## config.mk

```make
export PLATFORM = sky130hd
export DESIGN_NAME = dns_query_name_parser
export DESIGN_NICKNAME = d
export VERILOG_FILES = /design/src/rtl/dqnp_pkg.sv /design/src/rtl/dqnp_step.sv /design/src/rtl/dqnp_out_reg.sv /design/src/rtl/dns_query_name_parser.sv
export VERILOG_INCLUDE_DIRS = /design/src /design/src/rtl
export SDC_FILE = /design/constraint.sdc
export NUM_CORES = 1
export LEC_CHECK = 0
export BUFFER_PORTS_ARGS = -buffer_cell sky130_fd_sc_hd__buf_2
export CORE_ASPECT_RATIO = 1.25
export CORE_UTILIZATION = 60
export CTS_CLUSTER_SIZE = 24
export DETAILED_ROUTE_END_ITERATION = 8
export GPL_TIMING_DRIVEN = 0
export PLACE_DENSITY_LB_ADDON = 0.05
export SLEW_MARGIN = 20
export SYNTH_ARGS = -nofsm -noshare
export SYNTH_HDL_FRONTEND = slang
export SYNTH_SLANG_ARGS = --single-unit
export TNS_END_PERCENT = 20
```

## constraint.sdc

```tcl
create_clock -name clk_i -period 6.1 [get_ports clk_i]
set_input_delay 0.61 -clock clk_i [delete_from_list [all_inputs] [get_ports clk_i]]
set_output_delay 0.61 -clock clk_i [all_outputs]
set_load 0.02 [all_outputs]
```

## src/rtl/dns_query_name_parser_assert.svh

```systemverilog
// Assertion macros shared by the DNS question-name parser RTL.
`ifndef DNS_QUERY_NAME_PARSER_ASSERT_SVH
`define DNS_QUERY_NAME_PARSER_ASSERT_SVH

// Same-cycle implication, checked out of reset.
`define DQNP_ASSERT_IMP(label, ante, cons, msg) \
  label: assert property (@(posedge clk_i) disable iff (!rst_ni) (ante) |-> (cons)) \
    else $error(msg);

// Next-cycle implication, checked out of reset.
`define DQNP_ASSERT_NXT(label, ante, cons, msg) \
  label: assert property (@(posedge clk_i) disable iff (!rst_ni) (ante) |=> (cons)) \
    else $error(msg);

`endif

```

## src/rtl/dqnp_pkg.sv

```systemverilog
// Types and constants of the DNS question-name parser.
package dqnp_pkg;

  localparam int unsigned HEADER_BYTES = 12;
  localparam logic [7:0]  LEN_RSVD_MASK = 8'hc0;
  localparam logic [2:0]  TAIL_BYTES = 3'd4;
  localparam logic [7:0]  DOT_CHAR = 8'h2e;

  typedef enum logic [2:0] {
    PH_HEADER = 3'd0,
    PH_LEN    = 3'd1,
    PH_LABEL  = 3'd2,
    PH_TAIL   = 3'd3,
    PH_DONE   = 3'd4
  } phase_e;

  // Fixed-width part of the parse context.
  typedef struct packed {
    phase_e      phase;
    logic [5:0]  label_left;
    logic [2:0]  tail_count;
    logic [7:0]  type_hi;
    logic [15:0] qtype;
    logic        failed;
  } ctx_t;

  // One result beat.
  typedef struct packed {
    logic        char_valid;
    logic [7:0]  name_char;
    logic        message_end;
    logic        decode_ok;
    logic [15:0] qtype_out;
    logic        keep_event;
  } res_t;

endpackage

```

## src/rtl/dqnp_step.sv

```systemverilog
// Per-byte parse step: next context and result from the current context and one byte.
module dqnp_step #(
  parameter int unsigned MAX_MESSAGE_BYTES = 512,
  parameter int unsigned NAME_CAPACITY     = 256,
  localparam int unsigned POS_W  = $clog2(MAX_MESSAGE_BYTES),
  localparam int unsigned NLEN_W = $clog2(NAME_CAPACITY)
) (
  input  logic [7:0]        data_byte_i,
  input  logic              last_byte_i,
  input  logic              is_response_i,
  input  logic [15:0]       event_query_type_i,
  input  logic [POS_W-1:0]  pos_i,
  input  logic [NLEN_W-1:0] nlen_i,
  input  dqnp_pkg::ctx_t    ctx_i,
  output logic [POS_W-1:0]  pos_o,
  output logic [NLEN_W-1:0] nlen_o,
  output dqnp_pkg::ctx_t    ctx_o,
  output dqnp_pkg::res_t    res_o
);

  localparam logic [POS_W-1:0]  PosLast  = POS_W'(MAX_MESSAGE_BYTES - 1);
  localparam logic [POS_W-1:0]  HdrLast  = POS_W'(dqnp_pkg::HEADER_BYTES - 1);
  localparam logic [NLEN_W:0]   CapLimit = (NLEN_W+1)'(NAME_CAPACITY);

  dqnp_pkg::ctx_t    ctx_d;
  dqnp_pkg::res_t    char_res;
  logic [NLEN_W-1:0] nlen_d;
  logic [NLEN_W:0]   nlen_inc;
  logic              cap_hit;
  logic              ok;
  logic [15:0]       qt;

  assign nlen_inc = {1'b0, nlen_i} + (NLEN_W+1)'(1);
  assign cap_hit  = (nlen_inc >= CapLimit);

  always_comb begin
    ctx_d = ctx_i;
    nlen_d = nlen_i;
    char_res = '0;

    if (!last_byte_i && (pos_i >= PosLast)) begin
      ctx_d.failed = 1'b1;
    end

    if (!ctx_d.failed) begin
      unique case (ctx_i.phase)
        dqnp_pkg::PH_HEADER: begin
          if (pos_i >= HdrLast) begin
            ctx_d.phase = dqnp_pkg::PH_LEN;
          end
        end
        dqnp_pkg::PH_LEN: begin
          if (data_byte_i == 8'd0) begin
            // root name: emit a lone dot
            if (nlen_i == '0) begin
              char_res.char_valid = 1'b1;
              char_res.name_char = dqnp_pkg::DOT_CHAR;
              nlen_d = NLEN_W'(1);
            end
            ctx_d.phase = dqnp_pkg::PH_TAIL;
            ctx_d.tail_count = '0;
          end else if ((data_byte_i & dqnp_pkg::LEN_RSVD_MASK) != 8'd0) begin
            ctx_d.failed = 1'b1;
          end else if ((nlen_i != '0) && cap_hit) begin
            ctx_d.failed = 1'b1;
          end else begin
            if (nlen_i != '0) begin
              char_res.char_valid = 1'b1;
              char_res.name_char = dqnp_pkg::DOT_CHAR;
              nlen_d = NLEN_W'(nlen_inc);
            end
            ctx_d.label_left = data_byte_i[5:0];
            ctx_d.phase = dqnp_pkg::PH_LABEL;
          end
        end
        dqnp_pkg::PH_LABEL: begin
          if (cap_hit) begin
            ctx_d.failed = 1'b1;
          end else begin
            char_res.char_valid = 1'b1;
            char_res.name_char = data_byte_i;
            nlen_d = NLEN_W'(nlen_inc);
            ctx_d.label_left = ctx_i.label_left - 6'd1;
            if (ctx_i.label_left == 6'd1) begin
              ctx_d.phase = dqnp_pkg::PH_LEN;
            end
          end
        end
        dqnp_pkg::PH_TAIL: begin
          if (ctx_i.tail_count == 3'd0) begin
            ctx_d.type_hi = data_byte_i;
          end else if (ctx_i.tail_count == 3'd1) begin
            ctx_d.qtype = {ctx_i.type_hi, data_byte_i};
          end
          ctx_d.tail_count = ctx_i.tail_count + 3'd1;
          if (ctx_d.tail_count >= dqnp_pkg::TAIL_BYTES) begin
            ctx_d.phase = dqnp_pkg::PH_DONE;
          end
        end
        default: ;
      endcase
    end
  end

  assign ok = !ctx_d.failed && (ctx_d.phase == dqnp_pkg::PH_DONE);
  assign qt = ok ? ctx_d.qtype : event_query_type_i;

  always_comb begin
    res_o = char_res;
    // report the message status on the last beat only
    if (last_byte_i) begin
      res_o.message_end = 1'b1;
      res_o.decode_ok   = ok;
      res_o.qtype_out   = qt;
      res_o.keep_event  = is_response_i || (ok && (qt != 16'd0));
    end
  end

  always_comb begin
    if (last_byte_i) begin
      // close the message and return to the reset context
      pos_o  = '0;
      nlen_o = '0;
      ctx_o  = '{phase: dqnp_pkg::PH_HEADER, default: '0};
    end else begin
      pos_o  = (pos_i < PosLast) ? pos_i + POS_W'(1) : pos_i;
      nlen_o = nlen_d;
      ctx_o  = ctx_d;
    end
  end

endmodule

```

## src/rtl/dqnp_out_reg.sv

```systemverilog
// Result register with valid/ready handshake toward the consumer.
module dqnp_out_reg (
  input  logic           clk_i,
  input  logic           rst_ni,
  input  logic           load_i,
  input  dqnp_pkg::res_t res_i,
  input  logic           out_ready_i,
  output logic           out_valid_o,
  output logic           can_load_o,
  output dqnp_pkg::res_t res_o
);

  logic           valid_q;
  logic           valid_d;
  dqnp_pkg::res_t res_q;

  // take a new beat when empty or when the held one leaves this cycle
  assign can_load_o = !valid_q || out_ready_i;
  assign valid_d    = load_i || (valid_q && !out_ready_i);

  always_ff @(posedge clk_i or negedge rst_ni) begin
    if (!rst_ni) begin
      valid_q <= 1'b0;
    end else begin
      valid_q <= valid_d;
    end
  end

  always_ff @(posedge clk_i) begin
    if (load_i) begin
      res_q <= res_i;
    end
  end

  assign out_valid_o = valid_q;
  assign res_o       = res_q;

endmodule

```

## src/rtl/dns_query_name_parser.sv

```systemverilog
// Top level of the DNS question-name parser: context registers, step logic, result register.
//
//   channel | direction | handshake               | beat payload
//   in      | sink      | in_valid_i / in_ready_o | data_byte, last_byte, is_response,
//           |           |                         | event_query_type
//   out     | source    | out_valid_o/out_ready_i | char_valid, name_char, message_end,
//           |           |                         | decode_ok, query_type_out, keep_event
//
// One byte per cycle unless out stalls; each accepted beat yields exactly one result beat.
// The context update is a single combinational step between the context registers
// and the result register.
// Reset clears the context to the header phase and empties the result register.
// A stalled consumer holds the result; input is taken again as the result leaves.
`include "dns_query_name_parser_assert.svh"

module dns_query_name_parser #(
  parameter int unsigned MAX_MESSAGE_BYTES = 512,
  parameter int unsigned NAME_CAPACITY     = 256
) (
  input  logic        clk_i,
  input  logic        rst_ni,
  input  logic        in_valid_i,
  output logic        in_ready_o,
  input  logic [7:0]  data_byte_i,
  input  logic        last_byte_i,
  input  logic        is_response_i,
  input  logic [15:0] event_query_type_i,
  output logic        out_valid_o,
  input  logic        out_ready_i,
  output logic        char_valid_o,
  output logic [7:0]  name_char_o,
  output logic        message_end_o,
  output logic        decode_ok_o,
  output logic [15:0] query_type_out_o,
  output logic        keep_event_o
);

  localparam int unsigned POS_W  = $clog2(MAX_MESSAGE_BYTES);
  localparam int unsigned NLEN_W = $clog2(NAME_CAPACITY);

  logic [POS_W-1:0]  pos_q, pos_d;
  logic [NLEN_W-1:0] nlen_q, nlen_d;
  dqnp_pkg::ctx_t    ctx_q, ctx_d;
  dqnp_pkg::res_t    res_d, res_q;
  logic              in_accept;

  assign in_accept = in_valid_i && in_ready_o;

  dqnp_step #(
    .MAX_MESSAGE_BYTES(MAX_MESSAGE_BYTES),
    .NAME_CAPACITY    (NAME_CAPACITY)
  ) u_step (
    .data_byte_i       (data_byte_i),
    .last_byte_i       (last_byte_i),
    .is_response_i     (is_response_i),
    .event_query_type_i(event_query_type_i),
    .pos_i             (pos_q),
    .nlen_i            (nlen_q),
    .ctx_i             (ctx_q),
    .pos_o             (pos_d),
    .nlen_o            (nlen_d),
    .ctx_o             (ctx_d),
    .res_o             (res_d)
  );

  always_ff @(posedge clk_i or negedge rst_ni) begin
    if (!rst_ni) begin
      pos_q  <= '0;
      nlen_q <= '0;
      ctx_q  <= '{phase: dqnp_pkg::PH_HEADER, default: '0};
    end else if (in_accept) begin
      pos_q  <= pos_d;
      nlen_q <= nlen_d;
      ctx_q  <= ctx_d;
    end
  end

  dqnp_out_reg u_out_reg (
    .clk_i      (clk_i),
    .rst_ni     (rst_ni),
    .load_i     (in_accept),
    .res_i      (res_d),
    .out_ready_i(out_ready_i),
    .out_valid_o(out_valid_o),
    .can_load_o (in_ready_o),
    .res_o      (res_q)
  );

  assign char_valid_o     = res_q.char_valid;
  assign name_char_o      = res_q.name_char;
  assign message_end_o    = res_q.message_end;
  assign decode_ok_o      = res_q.decode_ok;
  assign query_type_out_o = res_q.qtype_out;
  assign keep_event_o     = res_q.keep_event;

  `DQNP_ASSERT_NXT(a_last_resets_ctx, in_accept && last_byte_i,
    pos_q == '0 && nlen_q == '0 && ctx_q.phase == dqnp_pkg::PH_HEADER && !ctx_q.failed,
    "context not cleared after last byte")
  `DQNP_ASSERT_NXT(a_failed_no_char, in_accept && ctx_q.failed,
    !char_valid_o, "name character emitted after failure")
  `DQNP_ASSERT_IMP(a_status_only_at_end, out_valid_o && !message_end_o,
    !decode_ok_o && !keep_event_o && query_type_out_o == 16'd0,
    "status fields set on a non-final beat")
  `DQNP_ASSERT_IMP(a_pos_saturates, 1'b1,
    pos_q <= POS_W'(MAX_MESSAGE_BYTES - 1), "byte position beyond message limit")

endmodule
```

==> results of run 1 <==
-- cell usage after synthesis (all sizes together), types with 2 or more instances --
library cell  count
nor4             12
nor3             19
o31ai            17
edfxtp           28
nand2            39
nand3            12
and3              8
a22oi             3
ha                9
mux2i            19
inv              18
buf              12
clkbuf           14
nand2b            4
a21o              2
a31oi             5
o21ai            23
and2              3
a221o             6
xnor2             5
a22o             18
or3               4
nand4             5
a21oi            15
a211o             2
or2               2
a211oi           20
nor2             36
nor3b             4
dfrtp            55
a31o              3
a311oi            5
-- critical path, cell delays in order (launching register included) --
cell	delay, ps
dfrtp_1	460
ha_1	290
inv_1	100
nor3_1	60
ha_1	190
a21o_1	210
nor2_1	330
clkbuf_1	470
o21ai_0	390
a21oi_1	230
-- sequential cells by signal, summed over array words and instances (netlist names) --
name and flops:
ctx_q 37, u_out_reg.out_valid_o 1, pos_q 9, u_out_reg.res_o 28, nlen_q 8
-- how the worst max path moves through the flow --
stage,startpoint,to,cells past startpoint
after floorplan,out_ready_i,ctx_q[27],6
after global placement,out_ready_i,ctx_q[27],7
after detailed placement,pos_q[0],u_out_reg.res_o[20],9
after CTS,pos_q[0],u_out_reg.res_o[20],9
after global routing,pos_q[0],u_out_reg.res_o[20],9
final,pos_q[0],u_out_reg.res_o[20],9
-- metrics by stage --
stage               cell area [um2]  cells  hold WS [ps]
CTS                            5110    607           312
floorplan                      4480    441           314
global route                   5110    607           351
global placement               4880    590           499
detailed placement             4910    591           521
finish                         5110    607           295
-- final cells by class --
type                            instances  area (um2)
Multi-Input combinational cell        314        2050
Inverter                               18        67.6
Buffer                                 26         141
Clock inverter                          6        73.8
Tap cell                               90         113
Sequential cell                        83        2220
Fill cell                             544        2000
Clock buffer                           10         128
Timing Repair Buffer                   60         318
-- cell families (layout without fill, tap and decap cells) --
logic type	count (synthesis)	count (layout)	synth area share, %
AND/OR/NAND/NOR	154	154	17.6
AO/OA/AOI/OAI	126	126	20.2
flip-flops	83	83	49.5
buffers and inverters	44	120	4.64
multiplexers	19	19	4.25
adder cells (fa/ha/maj)	9	9	2.52
XOR/XNOR	6	6	1.17
-- power by group --
part | leakage (uW) | switching (uW) | internal, uW | total (uW)
sequential | 0.00102 | 26.4 | 607 | 633
combinational | 0.00119 | 100 | 59.7 | 160
clock | 0.0000950 | 215 | 194 | 410
total | 0.00230 | 342 | 861 | 1200
-- metal layers --
metal | vias to the layer above | wire [um]
li1 | 1809 | -
met1 | 1873 | 4570
met2 | 141 | 5400
met3 | 27 | 542
met4 | 0 | 263
met5 | - | 0
==> metrics.cfg, run 1 <==
[hold_path]
hold_class=input pin to asynchronous set/reset pin

[sta]
fin_crit_sh_pct=47.2
finalHoldViolations=0
skew_ps=9.83
setup_viol=0
finalCriticalPeriod_ps=2880
worst_pin_slew_ps=708
final_max_slew_viol_count=0
maxSlewHeadroom_pct=52.8
fmax_mhz=347
setup_tns_ps=0
finalWorstSetupSlack_ps=3220
rsz0062_at_grt=false

[finish]
final_common_cell=buf_2
layout.cells.most_common_list=buf_2 (65), dfrtp_1 (55), nand2_1 (39)
syn2layout_area_growth_pct=14.1
final_util_pct=71.9
drive_gt1_share_pct=18.8
diodes=0
final_nets=551

[setup_path]
cp.arrival_ps=3080
reg2reg_from=pos_q[0]
cp_max_fo=10
worst_setup_path_start_kind=register
reg2reg_to=u_out_reg.res_o[20]
critPathKind=register to register
rrSetupSlack_ps=3220
rr_worst_depth=9
endpoint_kind=register
worstPathRequired_ps=6300

[yosys]
synthArstFlopShare_pct=66.3
synth_nets=480
synth.avg_cell_area_um2=10.1
synth_top_area_share_pct=30.8
syn_inst=441
ys_ff_latch=83
synth_area_leaders=dfrtp_1 (31%), edfxtp_1 (19%), mux2i_1 (4.2%)
ys_types=55
syn-cell-area_um2=4480
synth_edf_count=28
synth_area_leader_cell=dfrtp_1
yosys_warnings=0
ys.flop_type=dfrtp_1
yosysSeqAreaShare_pct=49.5

[placed_design]
place_congestion=0.927
dp_hpwl_um=7620
portBuffers=59
pre_cts_slack_ps=3340

[power]
peakVddDrop_uv=162
total_power_uw=1200
power.leakage_uw=0.00230
powerDensity_nw_per_um2=235

[global_routing]
grt_use_met2_pct=48.6
antenna_found_initial=0
met3_usage_pct=4.91
busiest_layer=met2
met1_usage_pct=37.8
grt_start_max_net_pins=56
grt_first_pass_wirelength_um=17700
overflow=0
grt_pass1_vias=3704
grtUsageTotal_pct=29.2

[job]
cap_violations=0

[drt]
wl_um=10800
first_iter_violations=267
vias_per_cell=6.34
post-route-drc-count=0
ant_nets=0
routedWlPerCell_um=17.7
vias=3850
first_pass_iters=5

[clock_tree]
clock_sinks=83
root_buffer=clkbuf_8
cts-resized-gates=0
hold_buffers=0
cts_tree=done
clock_path_buffers=2
post_cts_buffers=0
cts_buffers=9
path_clk_slew_ps=90
clk_latency_ps=360
htreeDepth=3

[floorplanning]
die_height_um=98.6
die_w_um=79.3
fp-row-count=34
initial_utilization_pct=63.0
dieArea_um2=7810
ioPinCount=60
core_um2=7100

[outcome]
status=finished clean

No activity file was read; power rests on OpenSTA's default activity.
==> run 2, diff against run 1 <==
- ABC_AREA: default -> 1
- CORE_UTILIZATION: 60 -> 58
- clock period: 6.1 -> 2.7 ns (I/O delays scaled with it)
==> metrics.cfg, run 2 <==
[setup_path]
endpoint_kind=register
max_stage_delay_ps=410
cp_max_fo=10
cp.arrival_ps=2980
worst_setup_path_start_kind=register
critPathKind=register to register
crit_chain=ha_2 > nand3_2 > nor3_2 > ha_2 > a21oi_4 > nand2_4 > nor2_4 > inv_2 > nand2_2 > a21oi_4 > buf_4 > buf_6 > nand3_1 > nand2_1 > nor2_1 > nand2_1 > nor2_2 > nand2_1 > nand2_1 > nand2_1
worstPathRequired_ps=2820
crit_slowest_cell=dfrtp_1
cp_common_cell=nand2_1

[sta]
worst_pin_slew_ps=1010
maxSlewHeadroom_pct=32.2
setup_viol=1
fin_crit_sh_pct=106
fmax_mhz=349
skew_ps=16.0
final_max_slew_viol_count=0
finalWorstSetupSlack_ps=-164
rsz0062_at_grt=true
finalHoldViolations=0
finalCriticalPeriod_ps=2860
whs_ps=121

[clock_tree]
cts_tree=done
clock_sinks=83
htreeDepth=3
path_clk_slew_ps=90
clk_latency_ps=360
clock_path_buffers=2
root_buffer=clkbuf_8
cts_buffers=9

[placed_design]
place_inst=700
portBuffers=59
dpl-instance-area_um2=5020
dp_hpwl_um=7840
place_congestion=0.853

[yosys]
synth.avg_cell_area_um2=8.35
synthArstFlopShare_pct=66.3
ys.flop_type=dfrtp_1
synth_area_leaders=dfrtp_1 (30%), edfxtp_1 (18%), nand2_1 (9.6%)
syn_inst=548
ys_types=45
yosysSeqAreaShare_pct=48.5
synth_area_leader_cell=dfrtp_1
synth_top_area_share_pct=30.1
syn-cell-area_um2=4580
synthTopCellsByCount=nand2_1 (117), dfrtp_1 (55), inv_1 (53), nor2_1 (51), o21ai_0 (45)
synth_edf_count=28
synth_nets=587
ys_ff_latch=83
yosys.cell_count.top_type=nand2_1
yosys_warnings=0

[global_routing]
busiest_layer=met2
antenna_found_initial=0
grt_use_met2_pct=49.6
grt_pass1_vias=3962
overflow=0
met3_usage_pct=3.69
met1_usage_pct=33.8
grt_first_pass_wirelength_um=17800
grtUsageTotal_pct=28.4
grt_start_max_net_pins=56

[finish]
final_nets=673
multi_input_area_um2=2150
layout.cells.most_common_list=nand2_1 (115), buf_2 (59), dfrtp_1 (55)
drive_gt1_share_pct=23.8
regArea_um2=2220
syn2layout_area_growth_pct=18.9
nFillCells=593
final_cells=731
largest_reg_flops=37
final_common_cell=nand2_1
diodes=0
regMostFlops=ctx_q
post-route-cell-area_um2=5440
final_util_pct=72.7

[power]
peakVddDrop_uv=452
powerDensity_nw_per_um2=638
power.leakage_uw=0.00249
total_power_uw=3470

[drt]
vias_per_cell=5.70
routedWlPerCell_um=15.4
first_pass_iters=5
vias=4166
post-route-drc-count=0
wl_um=11300
ant_nets=0
first_iter_violations=287

[floorplanning]
initial_utilization_pct=61.1
die_w_um=81.4
core_um2=7490
die_height_um=101
ioPinCount=60
dieArea_um2=8250
fp-row-count=35

[job]
cap_violations=0

[hold_path]
hold_class=input pin to register

[outcome]
violations=negative setup slack
status=complete, but fails checks

-- run 2: cell types whose count changed after synthesis, sizes merged, moves of 22 or more --
cell   delta
a21oi    +28
inv      +41
nand2    +95
nand3    +33
nor2     +23
o21ai    +22
-- run 2: logic make-up after synthesis --
kind of cell	synth area share (%)
xor gates and xnor gates	0.766
buffers and inverters	6.75
AOI/OAI and AO/OA	14.7
adders and majority gates	2.46
and+or+nand+nor	26.9
DFF	48.5
-- run 2: layer usage --
metal	vias up	share of wire [%]
met5	-	0
met2	135	53
li1	2003	-
met4	0	2.7
met1	2003	40
met3	25	4.0
-- run 2: per-stage QoR --
stage	setup WS [ps]	setup TNS (ps)
after floorplan	121	0
after global placement	-333	-333
after detailed placement	-348	-348
after CTS	-95.6	-95.6
after global routing	-253	-255
final	-164	-164
-- run 2: what timing repair did --
action / CTS / global route
setup endpoints to repair: 1 / 6
pin swaps: 6 / 14
endpoints found under the hold margin: 55 / 0
buffers inserted: 5 / 8
hold buffers: 1 / 0
cloned: 0 / 1
gates resized for setup: 11 / 20
-- run 2: report_power, final --
part           internal [uW]  switching (uW)
sequential              1440            89.9
clock                    343             491
combinational            407             700
total                   2190            1280
-- run 2: final timing paths --
kind,startpoint,to,slack [ps],cells past startpoint
max,pos_q[1],u_out_reg.res_o[0],-160,20
min,last_byte_i,u_out_reg.res_o[18],120,1
max reg2reg,pos_q[1],u_out_reg.res_o[0],-160,20
min reg2reg,u_out_reg.out_valid_o,u_out_reg.out_valid_o,530,2
max in group asynchronous,rst_ni,ctx_q[35],1740,2
min in group asynchronous,rst_ni,ctx_q[31],500,2
-- run 2: worst max-delay path, delay by kind of cell (launching register included) --
family / cells / cell delay [ps]
flip-flops: 1 / 410
AND/OR/NAND/NOR: 13 / 1160
AO/OA/AOI/OAI: 2 / 270
buffers and inverters: 3 / 390
adder cells (fa/ha/maj): 2 / 410
-- run 2: cell type report --
type | count | area share [%]
Multi-Input combinational cell | 389 | 39.4
Clock buffer | 10 | 2.35
Sequential cell | 83 | 40.7
Tap cell | 92 | 2.12
Timing Repair Buffer | 75 | 8.42
Inverter | 60 | 4.18
Clock inverter | 6 | 0.897
Buffer | 16 | 1.86
